**src/hdl/sbgg_pkg.sv**
```systemverilog
// Shared types, constants and functions of the bar graph glyph builder.
`default_nettype none

package sbgg_pkg;

    localparam int RING_LEN   = 20;
    localparam int SAMPLE_W   = 10;
    localparam int HEIGHT_W   = 4;
    localparam int GLYPH_W    = 5;
    localparam int ROW_CNT_W  = 6;
    localparam int ID_W       = 3;
    localparam int ROW_W      = 3;

    typedef struct packed {
        logic push;
        logic emit;
    } t_dp_cmd;

    typedef struct packed {
        logic slot_free;
        logic row_last;
    } t_dp_status;

    // Glyph number of a tile: top row 0,1,2,6; bottom row 3,4,5,7
    function automatic logic [ID_W-1:0] tile_glyph_id(input logic [1:0] tx, input logic ty);
        logic [ID_W-1:0] id;
        case (tx)
            2'd0:    id = 3'd0;
            2'd1:    id = 3'd1;
            2'd2:    id = 3'd2;
            default: id = 3'd6;
        endcase
        if (ty) begin
            id = (tx == 2'd3) ? 3'd7 : id + 3'd3;
        end
        return id;
    endfunction

endpackage

`default_nettype wire

```
**src/hdl/sample_bar_graph_glyph_builder_core.sv**
```systemverilog
// Top level of the sample bar graph glyph builder.
// Each accepted sample request joins a 20-deep history (oldest dropped) and the block
// then emits the whole 20x16 graph as 64 glyph rows, one per cycle while the master side
// takes them: glyphs in the order 0,3,1,4,2,5,6,7, rows 0..7 each, tlast on the final row.
// A sample request is taken only in the idle state; the 64-step row counter then steps through
// the rows, holding while the master side stalls. The input stays not ready until the last
// row has been loaded into the output register. After reset the history reads as all zero.
`default_nettype none

module sample_bar_graph_glyph_builder_core
    import sbgg_pkg::*;
(
    input  wire logic        i_clk,
    input  wire logic        i_rst_n,
    input  wire logic        i_s_tvalid,
    output logic             o_s_tready,
    input  wire logic [15:0] i_s_tdata,   // [9:0] sample
    output logic             o_m_tvalid,
    input  wire logic        i_m_tready,
    output logic [15:0]      o_m_tdata,   // [2:0] glyph_id, [5:3] glyph_row, [10:6] row_bits
    output logic             o_m_tlast
);

    t_dp_cmd    w_cmd;
    t_dp_status w_status;

    logic [ID_W-1:0]    w_glyph_id;
    logic [ROW_W-1:0]   w_glyph_row;
    logic [GLYPH_W-1:0] w_row_bits;

    sbgg_ctrl u_ctrl (
        .i_clk      (i_clk),
        .i_rst_n    (i_rst_n),
        .i_s_tvalid (i_s_tvalid),
        .o_s_tready (o_s_tready),
        .i_status   (w_status),
        .o_cmd      (w_cmd)
    );

    sbgg_dp u_dp (
        .i_clk       (i_clk),
        .i_rst_n     (i_rst_n),
        .i_cmd       (w_cmd),
        .o_status    (w_status),
        .i_sample    (i_s_tdata[SAMPLE_W-1:0]),
        .i_m_tready  (i_m_tready),
        .o_m_tvalid  (o_m_tvalid),
        .o_glyph_id  (w_glyph_id),
        .o_glyph_row (w_glyph_row),
        .o_row_bits  (w_row_bits),
        .o_last      (o_m_tlast)
    );

    assign o_m_tdata = {5'b00000, w_row_bits, w_glyph_row, w_glyph_id};

endmodule

`default_nettype wire

```
**src/hdl/sbgg_ctrl.sv**
```systemverilog
// Controller: takes one sample request, then sequences the 64-row burst.
`default_nettype none

module sbgg_ctrl
    import sbgg_pkg::*;
(
    input  wire logic       i_clk,
    input  wire logic       i_rst_n,
    input  wire logic       i_s_tvalid,
    output logic            o_s_tready,
    input  wire t_dp_status i_status,
    output t_dp_cmd         o_cmd
);

    localparam logic ST_IDLE = 1'b0;
    localparam logic ST_BUSY = 1'b1;

    logic r_state;
    logic n_state;

    assign o_s_tready = (r_state == ST_IDLE);
    assign o_cmd.push = i_s_tvalid && (r_state == ST_IDLE);
    assign o_cmd.emit = (r_state == ST_BUSY) && i_status.slot_free;

    always_comb begin
        n_state = r_state;
        unique case (r_state)
            ST_IDLE: begin
                if (o_cmd.push) n_state = ST_BUSY;
            end
            ST_BUSY: begin
                if (o_cmd.emit && i_status.row_last) n_state = ST_IDLE;
            end
            default: n_state = ST_IDLE;
        endcase
    end

    always_ff @(posedge i_clk) begin
        if (!i_rst_n) begin
            r_state <= ST_IDLE;
        end else begin
            r_state <= n_state;
        end
    end

endmodule

`default_nettype wire

```
**src/hdl/sbgg_dp.sv**
```systemverilog
// Datapath: height history shift line, row counter, pixel logic and output register.
`default_nettype none

module sbgg_dp
    import sbgg_pkg::*;
(
    input  wire logic                i_clk,
    input  wire logic                i_rst_n,
    input  wire t_dp_cmd             i_cmd,
    output t_dp_status               o_status,
    input  wire logic [SAMPLE_W-1:0] i_sample,
    input  wire logic                i_m_tready,
    output logic                     o_m_tvalid,
    output logic [ID_W-1:0]          o_glyph_id,
    output logic [ROW_W-1:0]         o_glyph_row,
    output logic [GLYPH_W-1:0]       o_row_bits,
    output logic                     o_last
);

    // Oldest height at index 0, newest at the far end
    logic [HEIGHT_W-1:0]  r_hist [RING_LEN];
    logic [ROW_CNT_W-1:0] r_cnt;
    logic                 r_m_tvalid;
    logic [ID_W-1:0]      r_glyph_id;
    logic [ROW_W-1:0]     r_glyph_row;
    logic [GLYPH_W-1:0]   r_row_bits;
    logic                 r_last;

    // height = floor(sample * 15 / 1023), using 1023 = 1024 - 1
    logic [13:0]         w_prod;
    logic [HEIGHT_W-1:0] w_quo;
    logic [10:0]         w_rem;
    logic [HEIGHT_W-1:0] w_new_h;

    assign w_prod  = {i_sample, 4'b0000} - {4'b0000, i_sample};
    assign w_quo   = w_prod[13:10];
    assign w_rem   = {1'b0, w_prod[9:0]} + {7'b0000000, w_quo};
    assign w_new_h = (w_rem >= 11'd1023) ? w_quo + 4'd1 : w_quo;

    logic [1:0]          w_tx;
    logic                w_ty;
    logic [3:0]          w_y;
    logic [GLYPH_W-1:0]  w_bits;

    assign w_tx = r_cnt[5:4];
    assign w_ty = r_cnt[3];
    assign w_y  = {w_ty, r_cnt[2:0]};

    always_comb begin
        logic [4:0]          x;
        logic [HEIGHT_W-1:0] h;
        for (int c = 0; c < GLYPH_W; c++) begin
            x = 5'({3'b000, w_tx} * 5'd5) + 5'(c);
            h = r_hist[x];
            w_bits[GLYPH_W-1-c] = (x == 5'd0) || (w_y == 4'd15) || (w_y >= 4'd15 - h);
        end
    end

    assign o_status.slot_free = !r_m_tvalid || i_m_tready;
    assign o_status.row_last  = (r_cnt == '1);

    always_ff @(posedge i_clk) begin
        if (!i_rst_n) begin
            for (int i = 0; i < RING_LEN; i++) r_hist[i] <= '0;
        end else if (i_cmd.push) begin
            for (int i = 0; i < RING_LEN - 1; i++) r_hist[i] <= r_hist[i+1];
            r_hist[RING_LEN-1] <= w_new_h;
        end
    end

    always_ff @(posedge i_clk) begin
        if (!i_rst_n) begin
            r_cnt      <= '0;
            r_m_tvalid <= 1'b0;
        end else if (i_cmd.emit) begin
            r_cnt      <= r_cnt + 1'b1;
            r_m_tvalid <= 1'b1;
        end else if (i_m_tready) begin
            r_m_tvalid <= 1'b0;
        end
    end

    always_ff @(posedge i_clk) begin
        if (i_cmd.emit) begin
            r_glyph_id  <= tile_glyph_id(w_tx, w_ty);
            r_glyph_row <= r_cnt[2:0];
            r_row_bits  <= w_bits;
            r_last      <= o_status.row_last;
        end
    end

    assign o_m_tvalid  = r_m_tvalid;
    assign o_glyph_id  = r_glyph_id;
    assign o_glyph_row = r_glyph_row;
    assign o_row_bits  = r_row_bits;
    assign o_last      = r_last;

endmodule

`default_nettype wire

```
**config.mk**
```make
export PLATFORM = sky130hd
export DESIGN_NAME = sample_bar_graph_glyph_builder_core
export DESIGN_NICKNAME = d
export VERILOG_FILES = /design/src/hdl/sbgg_pkg.sv /design/src/hdl/sample_bar_graph_glyph_builder_core.sv /design/src/hdl/sbgg_ctrl.sv /design/src/hdl/sbgg_dp.sv
export SDC_FILE = /design/constraint.sdc
export NUM_CORES = 1
export LEC_CHECK = 0
export ABC_AREA = 1
export CAP_MARGIN = 20
export CORE_UTILIZATION = 35
export DETAILED_ROUTE_END_ITERATION = 8
export DONT_BUFFER_PORTS = 1
export GPL_ROUTABILITY_DRIVEN = 0
export GPL_TIMING_DRIVEN = 0
export HOLD_SLACK_MARGIN = 0.08
export PLACE_DENSITY_LB_ADDON = 0.08
export SYNTH_ARGS = -nofsm -noshare
export SYNTH_HDL_FRONTEND = slang
export SYNTH_SLANG_ARGS = --single-unit
```
**constraint.sdc**
```tcl
create_clock -name i_clk -period 10.5 [get_ports i_clk]
set_clock_uncertainty 0.2 [all_clocks]
set_input_delay 1.05 -clock i_clk [delete_from_list [all_inputs] [get_ports i_clk]]
set_output_delay 1.05 -clock i_clk [all_outputs]
set_load 0.01 [all_outputs]
```
==> results of run 1 <==
kinds of logic after synthesis:
| logic type | after synthesis | share of synthesized area, % |
|---|---|---|
| and+or+nand+nor | 373 | 21.1 |
| DFF | 100 | 40.0 |
| buffers and inverters | 196 | 10.4 |
| adders and majority gates | 41 | 7.12 |
| xor gates and xnor gates | 11 | 1.63 |
| other | 1 | 0.0513 |
| AOI/OAI and AO/OA | 245 | 18.9 |
| muxes | 6 | 0.822 |
worst max-delay path: stages (launching register included):
cell and delay [ns]:
dfxtp_1 0.44, clkbuf_1 0.39, inv_1 0.15, clkbuf_1 0.28, clkbuf_1 0.37, ha_1 0.40
clkbuf_1 0.25, clkinv_1 0.33, clkbuf_1 0.34, o211ai_1 0.18, o21ai_0 0.10, o21ai_0 0.23
nand2_1 0.12, o21ai_0 0.18, nand2_1 0.10, nand2_1 0.09, ha_1 0.21, a21boi_0 0.12
o21a_1 0.18, o21ai_0 0.16, nand3b_1 0.10
synth_stat cells, drive strengths merged, types with 7 or more instances:
cell,n,share of area [%]
edfxtp,92,38
nand3,40,3.2
nor2,130,6.7
a21oi,41,2.8
xor2,8,1.3
ha,40,6.8
o21a,7,0.72
buf,10,0.80
o211ai,20,2.1
dfxtp,8,2.2
o21ai,146,10
inv,133,6.8
clkbuf,49,2.5
nand2,187,9.7
per-layer routing:
metal	GRT usage, %	up-vias
li1	-	3268
met1	30.3	3085
met2	35.0	207
met3	2.72	36
met4	9.53	0
met5	0	-
report_power, final:
part / internal, mW / switching, mW / total, mW / leakage [nW]
Sequential: 0.464 / 0.0156 / 0.480 / 1.04
Combinational: 0.0530 / 0.106 / 0.159 / 2.14
Clock: 0.183 / 0.158 / 0.341 / 0.145
Total: 0.700 / 0.280 / 0.980 / 3.33
registers in the layout, summed over array words and instances (netlist names):
register	flops
u_dp.o_last	1
u_dp.o_glyph_row	3
u_dp.o_glyph_id	3
u_dp.o_m_tvalid	1
u_dp.r_hist	80
u_ctrl.r_state	1
u_dp.r_cnt	6
u_dp.o_row_bits	5
layout make-up:
| type | instances | area (sq um) |
|---|---|---|
| sequential | 100 | 2920 |
| timing repair buffer | 3 | 67.6 |
| tap | 270 | 338 |
| inverter | 137 | 514 |
| multi-input combinational | 681 | 3650 |
| clock buffer | 12 | 268 |
| clock inverter | 4 | 30.0 |
| fill | 2174 | 12300 |
| buffer | 59 | 243 |
final timing paths:
kind | end | cells after the start | from | slack [ns]
worst min register to register | u_dp.o_glyph_row[0]$_DFFE_PP_ | 0 | u_dp.r_cnt[0]$_SDFFE_PN0P_ | 0.32
worst max register to register | u_dp.o_row_bits[3]$_DFFE_PP_ | 20 | u_dp.r_cnt[4]$_SDFFE_PN0P_ | 5.29
worst max-delay path | u_dp.o_row_bits[3]$_DFFE_PP_ | 20 | u_dp.r_cnt[4]$_SDFFE_PN0P_ | 5.29
worst min-delay path | u_dp.o_glyph_row[0]$_DFFE_PP_ | 0 | u_dp.r_cnt[0]$_SDFFE_PN0P_ | 0.32
cell usage in the layout, fill, tap and decap left out, types with 3 or more instances in the layout:
| master | instances |
|---|---|
| o22ai_1 | 4 |
| o21bai_1 | 6 |
| o21ai_0 | 144 |
| inv_1 | 131 |
| conb_1 | 5 |
| nand4_1 | 5 |
| dfxtp_1 | 8 |
| xor2_1 | 5 |
| nand3_1 | 34 |
| mux2i_1 | 6 |
| a21oi_1 | 41 |
| nand3_2 | 6 |
| clkbuf_16 | 10 |
| ha_1 | 40 |
| nand2_2 | 3 |
| clkinv_1 | 4 |
| edfxtp_1 | 92 |
| nand2_1 | 184 |
| buf_1 | 3 |
| xnor2_1 | 3 |
| clkbuf_1 | 50 |
| nor3_1 | 4 |
| o211ai_1 | 20 |
| xor2_2 | 3 |
| o32ai_1 | 6 |
| o21a_1 | 7 |
| buf_4 | 5 |
| nor2_1 | 128 |
| a31oi_1 | 3 |
==> results.md, run 1 <==
* Chip width at 147 microns
* Final Routed Wirelength at 22800 microns
* Min Hold Slack at 0.317 ns
* Vias in the first global route at 6254
* CP Class: flip-flop to flip-flop
* Tmin final at 5.21 ns
* Ys flop type: edfxtp_1
* Initial antenna violation count at 0
* Clock tree from TritonCTS: done
* Final net count at 1052
* Lkg Pwr at 3.33 nW
* Io pins at 39
* CTS buffer count at 9
* Die area at 0.0215 sq mm
* Power, Total at 980 uW
* Seq/Total Area, Yosys at 40.0%
* Crit path capture type: flip-flop
* Die Y at 147 microns
* CORE AREA at 0.0204 sq mm
* PwrDens at 122 mW/mm^2
* Remaining design rule violation count at 0
* Setup-failing EPs final at 0
* Distinct cells, synth at 47
* CTS Root Cell: clkbuf_16
* Via count at 6596
* DR vias/cell at 5.21
* Syn_area_per_cell at 7.51 sq um
* Dpl cell area at 0.00774 sq mm
* Dpl cells at 1250
* Number of synthesized flops with an enable pin at 92
* Dpl ws at 5.38 ns
* Setup ws final at 5.29 ns
* Post-DP HPWL at 17300 microns
* Area delta synth->final at 9.98%
* CP arrival at 5.12 ns
* Status: complete, no violations
* Max-slew violation count at 0
* # Post-CTS Setup Buffers at 0
* Hold Crit Class: flip-flop to flip-flop
* Drt initial violations at 462
* Critical Path Start Type: flip-flop
* Worst-skew pair later-pin latency at 0.37 ns
* ANT cells at 0
* Largest net degree at the start of global routing at 27
* Max Fanout on Critical Path at 13
* Top Metal Used: met4
* Worst path required time at 10.40 ns
* Share of cells above drive strength 1 at 4.92%
* Max H-tree Level at 3
* Worst Tran Pin Value at 0.856 ns
* Antenna viol nets, final at 0
* Max Freq at 0.192 GHz
* Non-filler instance count after layout at 1266
* Max Cap Viol at 0
* Total grt overflow at 0
* Met3 routed WL at 1130 microns
* Met2 WL at 10100 microns
* Final Util at 39.5%
* Slew Limit Headroom at 42.9%
* Drt pass-1 iters at 5
* Hold Violations, Final at 0
* Clk sinks at 100
* Setup TNS Final at 0 ns
* Drt wl/cell at 18.0 microns
* Maximum VDD drop at 65.5 uV
* Async SR Flop Fraction at 0%
* First-pass GRT wire length at 36100 microns
* Design area at 0.00804 sq mm
* Mapped cell area at 0.00731 sq mm
* Row cnt at 52
* Quantity of hold-fixing buffers added after cts at 0
* Synth Instances at 973
* Yosys warnings at 0
* Largest buffer count on any clock path at 2
* Worst-path clk slew at 0.07 ns
* PortBufs at 0
* Overall routing resource usage at 22.1%
* Synth Register Bits at 100
* M1 WL at 10800 microns
* Initial Util at 35.9%
* Final period util at 49.6%
* RSZ-0062 raised after global routing: false
* Post-CTS resize count at 0
No activity file was read; power rests on OpenSTA's default activity.
==> run 2, diff against run 1 <==
- ABC_AREA: 1 -> 0
- clock period: 10.5 -> 5.3 ns (I/O delays scaled with it)
==> run 2 against run 1 <==
Net effect:
- utilization up 0.42 points
- critical path depth down 5
- maximum frequency up 6.4%
- worst setup slack worse by 4.9 ns
- area after synthesis down 2.0%
- count of clock-buffer cells in the layout down 2
- critical endpoint unchanged
==> results.md, run 2 <==
* Depth of the worst register-to-register path at 15 (-25%)
* Syn_area_per_cell at 12.4 sq um (+66%)
* Critical Path Start Type: flip-flop
* Yosys warnings at 0 (unchanged)
* Largest buffer count on any clock path at 2 (unchanged)
* Top post-synthesis cells by area: edfxtp_1 39%, mux4_2 20%, ha_1 7.0%
* Largest net degree at the start of global routing at 31 (+15%)
* Dpl cells at 847 (-32%)
* Power, Total at 1.91 mW (+95%)
* Tmin final at 4.90 ns (-0.314 ns)
* Final period util at 92.4% (+43 points)
* Simple-Gate Fraction of Synth Area at 13.2% (-7.9 points)
* Crit path capture type: flip-flop
* Drt initial violations at 382 (-17%)
* Worst-skew pair later-pin latency at 0.36 ns (about the same)
* Synth cell count leaders: 92 x edfxtp_1, 78 x and2_1, 64 x mux4_2
* Critical path depth at 15 (-25%)
* Initial antenna violation count at 0 (unchanged)
* Setup-failing EPs final at 0 (unchanged)
* Drt wl/cell at 21.0 microns (+17%)
* Min-delay src: i_rst_n
* Quantity of hold-fixing buffers added after cts at 0 (unchanged)
* Max reg flops at 80 (unchanged)
* Main combinational cell family by area after synthesis: multiplexers
* Crit path max-delay family: buffers and inverters
* Total grt overflow at 0 (unchanged)
* Row cnt at 51 (-1.9%)
* Crit-path cells: clkdlybuf4s15_2 -> clkbuf_2 -> inv_1 -> ha_1 -> buf_2 -> clkdlybuf4s15_2 -> mux4_2 -> a211o_1 -> a31oi_1 -> ha_1 -> nand2b_1 -> a21oi_1 -> nor2b_1 -> o21ai_0 -> nand2_1
* Worst Tran Pin Value at 0.948 ns (+0.0918 ns)
* Area fraction of the dominant cell type after synthesis at 38.6% (+0.76 points)
* CTS Root Cell: clkbuf_16
* Final Routed Wirelength at 18100 microns (-21%)
* Max Freq at 0.204 GHz (+6.4%)
* Worst path required time at 5.21 ns (-5.19 ns)
* PortBufs at 0 (unchanged)
* Ys flop type: edfxtp_1
* Top cell type by total area after synthesis: edfxtp_1
* Vias in the first global route at 4914 (-21%)
* Max-slew violation count at 0 (unchanged)
* Slowest cell on crit path: mux4_2
* Synth Instances at 576 (-41%)
* Seq/Total Area, Yosys at 40.8% (+0.80 points)
* Maximum VDD drop at 126 uV (+92%)
* DR vias/cell at 5.65 (+8.4%)
* Hold EP: u_dp.r_hist[18][3]$_SDFFCE_PN0P_
* Post-DP HPWL at 13500 microns (-22%)
* Non-filler instance count after layout at 862 (-32%)
* Area delta synth->final at 10.1%
* First-pass GRT wire length at 28500 microns (-21%)
* Clock tree from TritonCTS: done
* Share of cells above drive strength 1 at 21.6% (+17 points)
* Overall routing resource usage at 17.9% (-4.2 points)
* Synth Area in Compound Gates at 8.61% (-10 points)
* ANT cells at 0 (unchanged)
* Synth Register Bits at 100 (unchanged)
* Crit path largest cell delay at 0.53 ns (+0.09 ns)
* Mapped cell area at 0.00716 sq mm (-2.0%)
* Final net count at 653 (-38%)
* Distinct cells, synth at 55 (+17%)
* Initial Util at 36.2% (+0.33 points)
* Max H-tree Level at 3 (unchanged)
* CORE AREA at 0.0198 sq mm (-2.9%)
* Chip width at 145 microns (-0.98%)
* Remaining design rule violation count at 0 (unchanged)
* CP arrival at 4.81 ns (-0.31 ns)
* Synth Area in Adders at 7.27% (+0.14 points)
* Die Y at 145 microns (-0.98%)
* Clk sinks at 100 (unchanged)
* Drt pass-1 iters at 5 (unchanged)
* Io pins at 39 (unchanged)
* Max Fanout on Critical Path at 10 (-3)
* CTS buffer count at 9 (unchanged)
* Async SR Flop Fraction at 0% (unchanged)
* Fill cells at 1925 (-11%)
* CP Class: flip-flop to flip-flop
* Antenna viol nets, final at 0 (unchanged)
* Worst-path clk slew at 0.08 ns (about the same)
* Status: complete, no violations
* Synth Area in XOR/XNOR at 1.83% (+0.21 points)
* Setup TNS Final at 0 ns (unchanged)
* Commonest non-fill, non-tap cell in the layout: edfxtp_1
* Crit path buf inv count at 5 (-2)
* Most frequent cell after synthesis: edfxtp_1
* Multiplexer share of the synthesized area at 24.4% (+24 points)
* R2R setup slack at 0.40 ns (-4.89 ns)
* Hold Crit Class: input pin to flip-flop
* Hold Violations, Final at 0 (unchanged)
* Crit Reg-Reg Endpoint: u_dp.o_row_bits[3]$_DFFE_PP_
* PwrDens at 242 mW/mm^2 (+99%)
* Via count at 4869 (-26%)
* RSZ-0062 raised after global routing: false
* Number of synthesized flops with an enable pin at 92 (unchanged)
* Slew Limit Headroom at 36.3% (-6.6 points)
* Die area at 0.0210 sq mm (-1.9%)
* Reg2reg start: u_dp.r_cnt[5]$_SDFFE_PN0P_
* Lkg Pwr at 2.84 nW (-15%)
* Most frequent cells in the layout: 92 x edfxtp_1, 78 x and2_1, 64 x mux4_2
* Max Cap Viol at 0 (unchanged)
* Worst Hold Depth at 1 (+1)
* Most flop-heavy register: u_dp.r_hist
run 2: cell families after synthesis:
group | after synthesis
flip-flops | 100
other | 1
adder cells (fa/ha/maj) | 41
buffers and inverters | 67
AO/OA/AOI/OAI | 92
multiplexers | 93
AND/OR/NAND/NOR | 167
XOR/XNOR | 15
run 2: area by class of cell:
class / count / area, sq um / share of cell area [%]
buffer: 40 / 211 / 2.68
clock buffer: 10 / 239 / 3.03
clock inverter: 6 / 48.8 / 0.618
inverter: 26 / 98.8 / 1.25
multi-input combinational: 413 / 4000 / 50.7
sequential: 100 / 2920 / 37.0
tap: 265 / 332 / 4.20
timing repair buffer: 2 / 40.0 / 0.507
run 2: per-stage QoR:
stage	util [%]	setup slack (ns)	hold WS, ns	instance area, sq um
global placement	38.0	-1.13	0.324	7510
finish	39.9	0.401	0.172	7890
global route	39.9	0.0627	0.169	7890
detailed placement	38.2	-1.09	0.348	7560
floorplan	-	0.434	0.302	7180
CTS	39.9	0.115	0.163	7890
run 2: worst max path at each step:
| stage | endpoint | slack [ns] | start |
|---|---|---|---|
| 6_report | u_dp.o_row_bits[3]$_DFFE_PP_ | 0.40 | u_dp.r_cnt[5]$_SDFFE_PN0P_ |
| 5_1_grt | u_dp.r_hist[19][3]$_SDFFCE_PN0P_ | 0.06 | i_s_tdata[8] |
| 4_1_cts | u_dp.o_row_bits[2]$_DFFE_PP_ | 0.12 | u_dp.r_cnt[4]$_SDFFE_PN0P_ |
| 3_5_place_dp | u_dp.o_row_bits[3]$_DFFE_PP_ | -1.09 | u_dp.r_cnt[4]$_SDFFE_PN0P_ |
| 3_3_place_gp | u_dp.r_hist[7][1]$_SDFFCE_PN0P_ | -1.13 | i_s_tvalid |
| 2_1_floorplan | u_dp.r_hist[0][0]$_SDFFCE_PN0P_ | 0.43 | i_s_tvalid |
run 2: repair_timing:
| action | CTS | global route |
|---|---|---|
| resized for setup | 14 | 2 |
| endpoints found under the hold margin | 0 | 0 |
| endpoints found under the setup margin | 5 | 5 |
| setup buffers | 0 | 0 |
run 2: per-layer routing:
metal / wire length [microns] / global-route usage (%) / up-vias
li1: - / - / 2231
met1: 8380 / 24.5 / 2475
met2: 8580 / 28.4 / 145
met3: 917 / 3.68 / 18
met4: 259 / 5.37 / 0
met5: 0 / 0 / -
run 2: power by group:
group | switching, mW | total, mW | internal [mW]
Clock | 0.316 | 0.651 | 0.335
Sequential | 0.0585 | 0.980 | 0.922
Combinational | 0.147 | 0.280 | 0.133
==> run 3, diff against run 2 <==
- CTS_BUF_LIST: unset -> sky130_fd_sc_hd__clkbuf_4 sky130_fd_sc_hd__clkbuf_8 sky130_fd_sc_hd__clkbuf_16
- SETUP_SLACK_MARGIN: unset -> 0.1
==> run 3 against run 2 <==
Net effect:
- combinational power about the same
- register-to-register slack got worse by 0.04 ns
- non-clock buffer count increased by 1
- critical path depth unchanged
- sequential power about the same
- via count decreased by 0.10%
- count of clock-buffer cells in the layout unchanged
==> results.md, run 3 (same netlist as run 2, synthesis figures left out) <==
* Status: complete, no violations
* ANT cells at 0 (unchanged)
* Crit path largest cell delay at 0.54 ns (about the same)
* Crit path max-delay family: buffers and inverters
* Initial Util at 36.2% (unchanged)
* # Post-CTS Setup Buffers at 0 (unchanged)
* Worst Tran Pin Value at 0.940 ns (-0.00779 ns)
* Critical Path Start Type: flip-flop
* Max reg flops at 80 (unchanged)
* Overall routing resource usage at 17.9% (unchanged)
* PwrDens at 242 mW/mm^2 (about the same)
* Initial antenna violation count at 0 (unchanged)
* Largest buffer count on any clock path at 2 (unchanged)
* Setup-failing EPs final at 0 (unchanged)
* Total grt overflow at 0 (unchanged)
* Crit path buf inv count at 5 (unchanged)
* Non-filler instance count after layout at 863 (+0.12%)
* Remaining design rule violation count at 0 (unchanged)
* Via count at 4864 (-0.10%)
* Commonest non-fill, non-tap cell in the layout: edfxtp_1
* Worst-path clk slew at 0.08 ns (about the same)
* Max Freq at 0.203 GHz (-0.73%)
* Setup ws final at 0.365 ns (-0.0360 ns)
* Hold Crit Class: input pin to flip-flop
* Dpl cells at 847 (unchanged)
* Final period util at 93.1% (+0.68 points)
* Chip width at 145 microns (unchanged)
* Vias in the first global route at 4914 (unchanged)
* Worst-skew pair later-pin latency at 0.36 ns (about the same)
* CP Class: flip-flop to flip-flop
* Max Cap Viol at 0 (unchanged)
* First-pass GRT wire length at 28500 microns (unchanged)
* CORE AREA at 0.0198 sq mm (unchanged)
* CTS Root Cell: clkbuf_16
* Slew Limit Headroom at 36.8% (+0.52 points)
* Final net count at 654 (+0.15%)
* Max-slew violation count at 0 (unchanged)
* Clock tree from TritonCTS: done
* Row cnt at 51 (unchanged)
* Final Routed Wirelength at 18400 microns (+1.3%)
* Share of cells above drive strength 1 at 22.1% (+0.47 points)
* Dpl cell area at 0.00756 sq mm (unchanged)
* Drt wl/cell at 21.3 microns (+1.1%)
* CP arrival at 4.85 ns (+0.04 ns)
* Max Fanout on Critical Path at 10 (unchanged)
* Design area at 0.00790 sq mm (about the same)
* PortBufs at 0 (unchanged)
* Tmin final at 4.94 ns (+0.0360 ns)
* Clk sinks at 100 (unchanged)
* Most frequent cells in the layout: 92 x edfxtp_1, 78 x and2_1, 64 x mux4_2
* Drt pass-1 iters at 5 (unchanged)
* RSZ-0062 raised after global routing: false
* Quantity of hold-fixing buffers added after cts at 0 (unchanged)
* Slowest cell on crit path: dfxtp_1
* Io pins at 39 (unchanged)
* Most flop-heavy register: u_dp.r_hist
* Worst path required time at 5.21 ns (about the same)
* Antenna viol nets, final at 0 (unchanged)
* Crit path capture type: flip-flop
* Largest net degree at the start of global routing at 31 (unchanged)
* CTS buffer count at 9 (unchanged)
* Power, Total at 1.91 mW (+0.12%)
* Drt initial violations at 393 (+2.9%)
* Setup TNS Final at 0 ns (unchanged)
* Hold Violations, Final at 0 (unchanged)
* Maximum VDD drop at 127 uV (+0.80%)
* Lkg Pwr at 2.85 nW (+0.32%)
* Dpl ws at -1.09 ns (unchanged)
* Max H-tree Level at 3 (unchanged)
* Crit-path cells: clkdlybuf4s15_2 -> clkbuf_2 -> inv_1 -> ha_1 -> buf_2 -> clkdlybuf4s15_2 -> mux4_2 -> a211o_1 -> a31oi_1 -> ha_1 -> nand2b_1 -> a21oi_1 -> nor2b_1 -> o21ai_0 -> nand2_1
* Die Y at 145 microns (unchanged)
* Post-DP HPWL at 13500 microns (unchanged)
* Final Util at 39.9% (about the same)
* Area delta synth->final at 10.2% (about the same)
* DR vias/cell at 5.64 (-0.22%)
* Die area at 0.0210 sq mm (unchanged)
* Min Hold Slack at 0.169 ns (-0.00251 ns)
==> run 3: cell types whose count changed in the layout (fill, tap and decap cells not counted), sizes merged <==
cell / before / now
buf: 14 / 15
clkbuf: 35 / 36
clkdlybuf4s15: 3 / 2
==> run 3: worst register-to-register path, stage by stage, from the launching register on <==
cell	delay (ns)
dfxtp_1	0.54
clkdlybuf4s15_2	0.52
clkbuf_2	0.42
inv_1	0.16
ha_1	0.20
buf_2	0.24
clkdlybuf4s15_2	0.47
mux4_2	0.54
a211o_1	0.30
a31oi_1	0.19
ha_1	0.25
nand2b_1	0.14
a21oi_1	0.20
nor2b_1	0.07
o21ai_0	0.17
nand2_1	0.09
==> run 3: layout make-up <==
type                    instances  area (sq um)
flip-flops and latches        100          2920
fillers                      1924         11900
inverters                      26          98.8
clock inverters                 6          48.8
well taps                     265           332
clock buffers                  10           239
plain buffers                  41           216
multi-input cells             413          4000
repair buffers                  2          40.0
==> run 3: final timing paths <==
path / slack (ns) / endpoint / startpoint / cells past startpoint
max: 0.36 / u_dp.o_row_bits[3]$_DFFE_PP_ / u_dp.r_cnt[5]$_SDFFE_PN0P_ / 15
min: 0.17 / u_dp.r_hist[18][3]$_SDFFCE_PN0P_ / i_rst_n / 1
max reg2reg: 0.36 / u_dp.o_row_bits[3]$_DFFE_PP_ / u_dp.r_cnt[5]$_SDFFE_PN0P_ / 15
min reg2reg: 0.35 / u_dp.o_m_tvalid$_SDFFE_PN0P_ / u_dp.o_m_tvalid$_SDFFE_PN0P_ / 2
==> run 3: power by group <==
group          internal, mW  switching, mW
combinational         0.133          0.148
clock                 0.335          0.318
sequential            0.922         0.0587
==> run 3: repair_timing <==
action / 4_1_cts / 5_1_grt
endpoints found under the setup margin: 5 / 6
resized for setup: 14 / 10
endpoints found under the hold margin: 0 / 0
gates cloned: 0 / 0
==> run 3: layer usage <==
layer	GRT usage, %	vias up	wire, microns
li1	-	2232	-
met1	24.5	2465	8600
met2	28.4	145	8640
met3	3.68	22	818
met4	5.37	0	295
met5	0	-	0
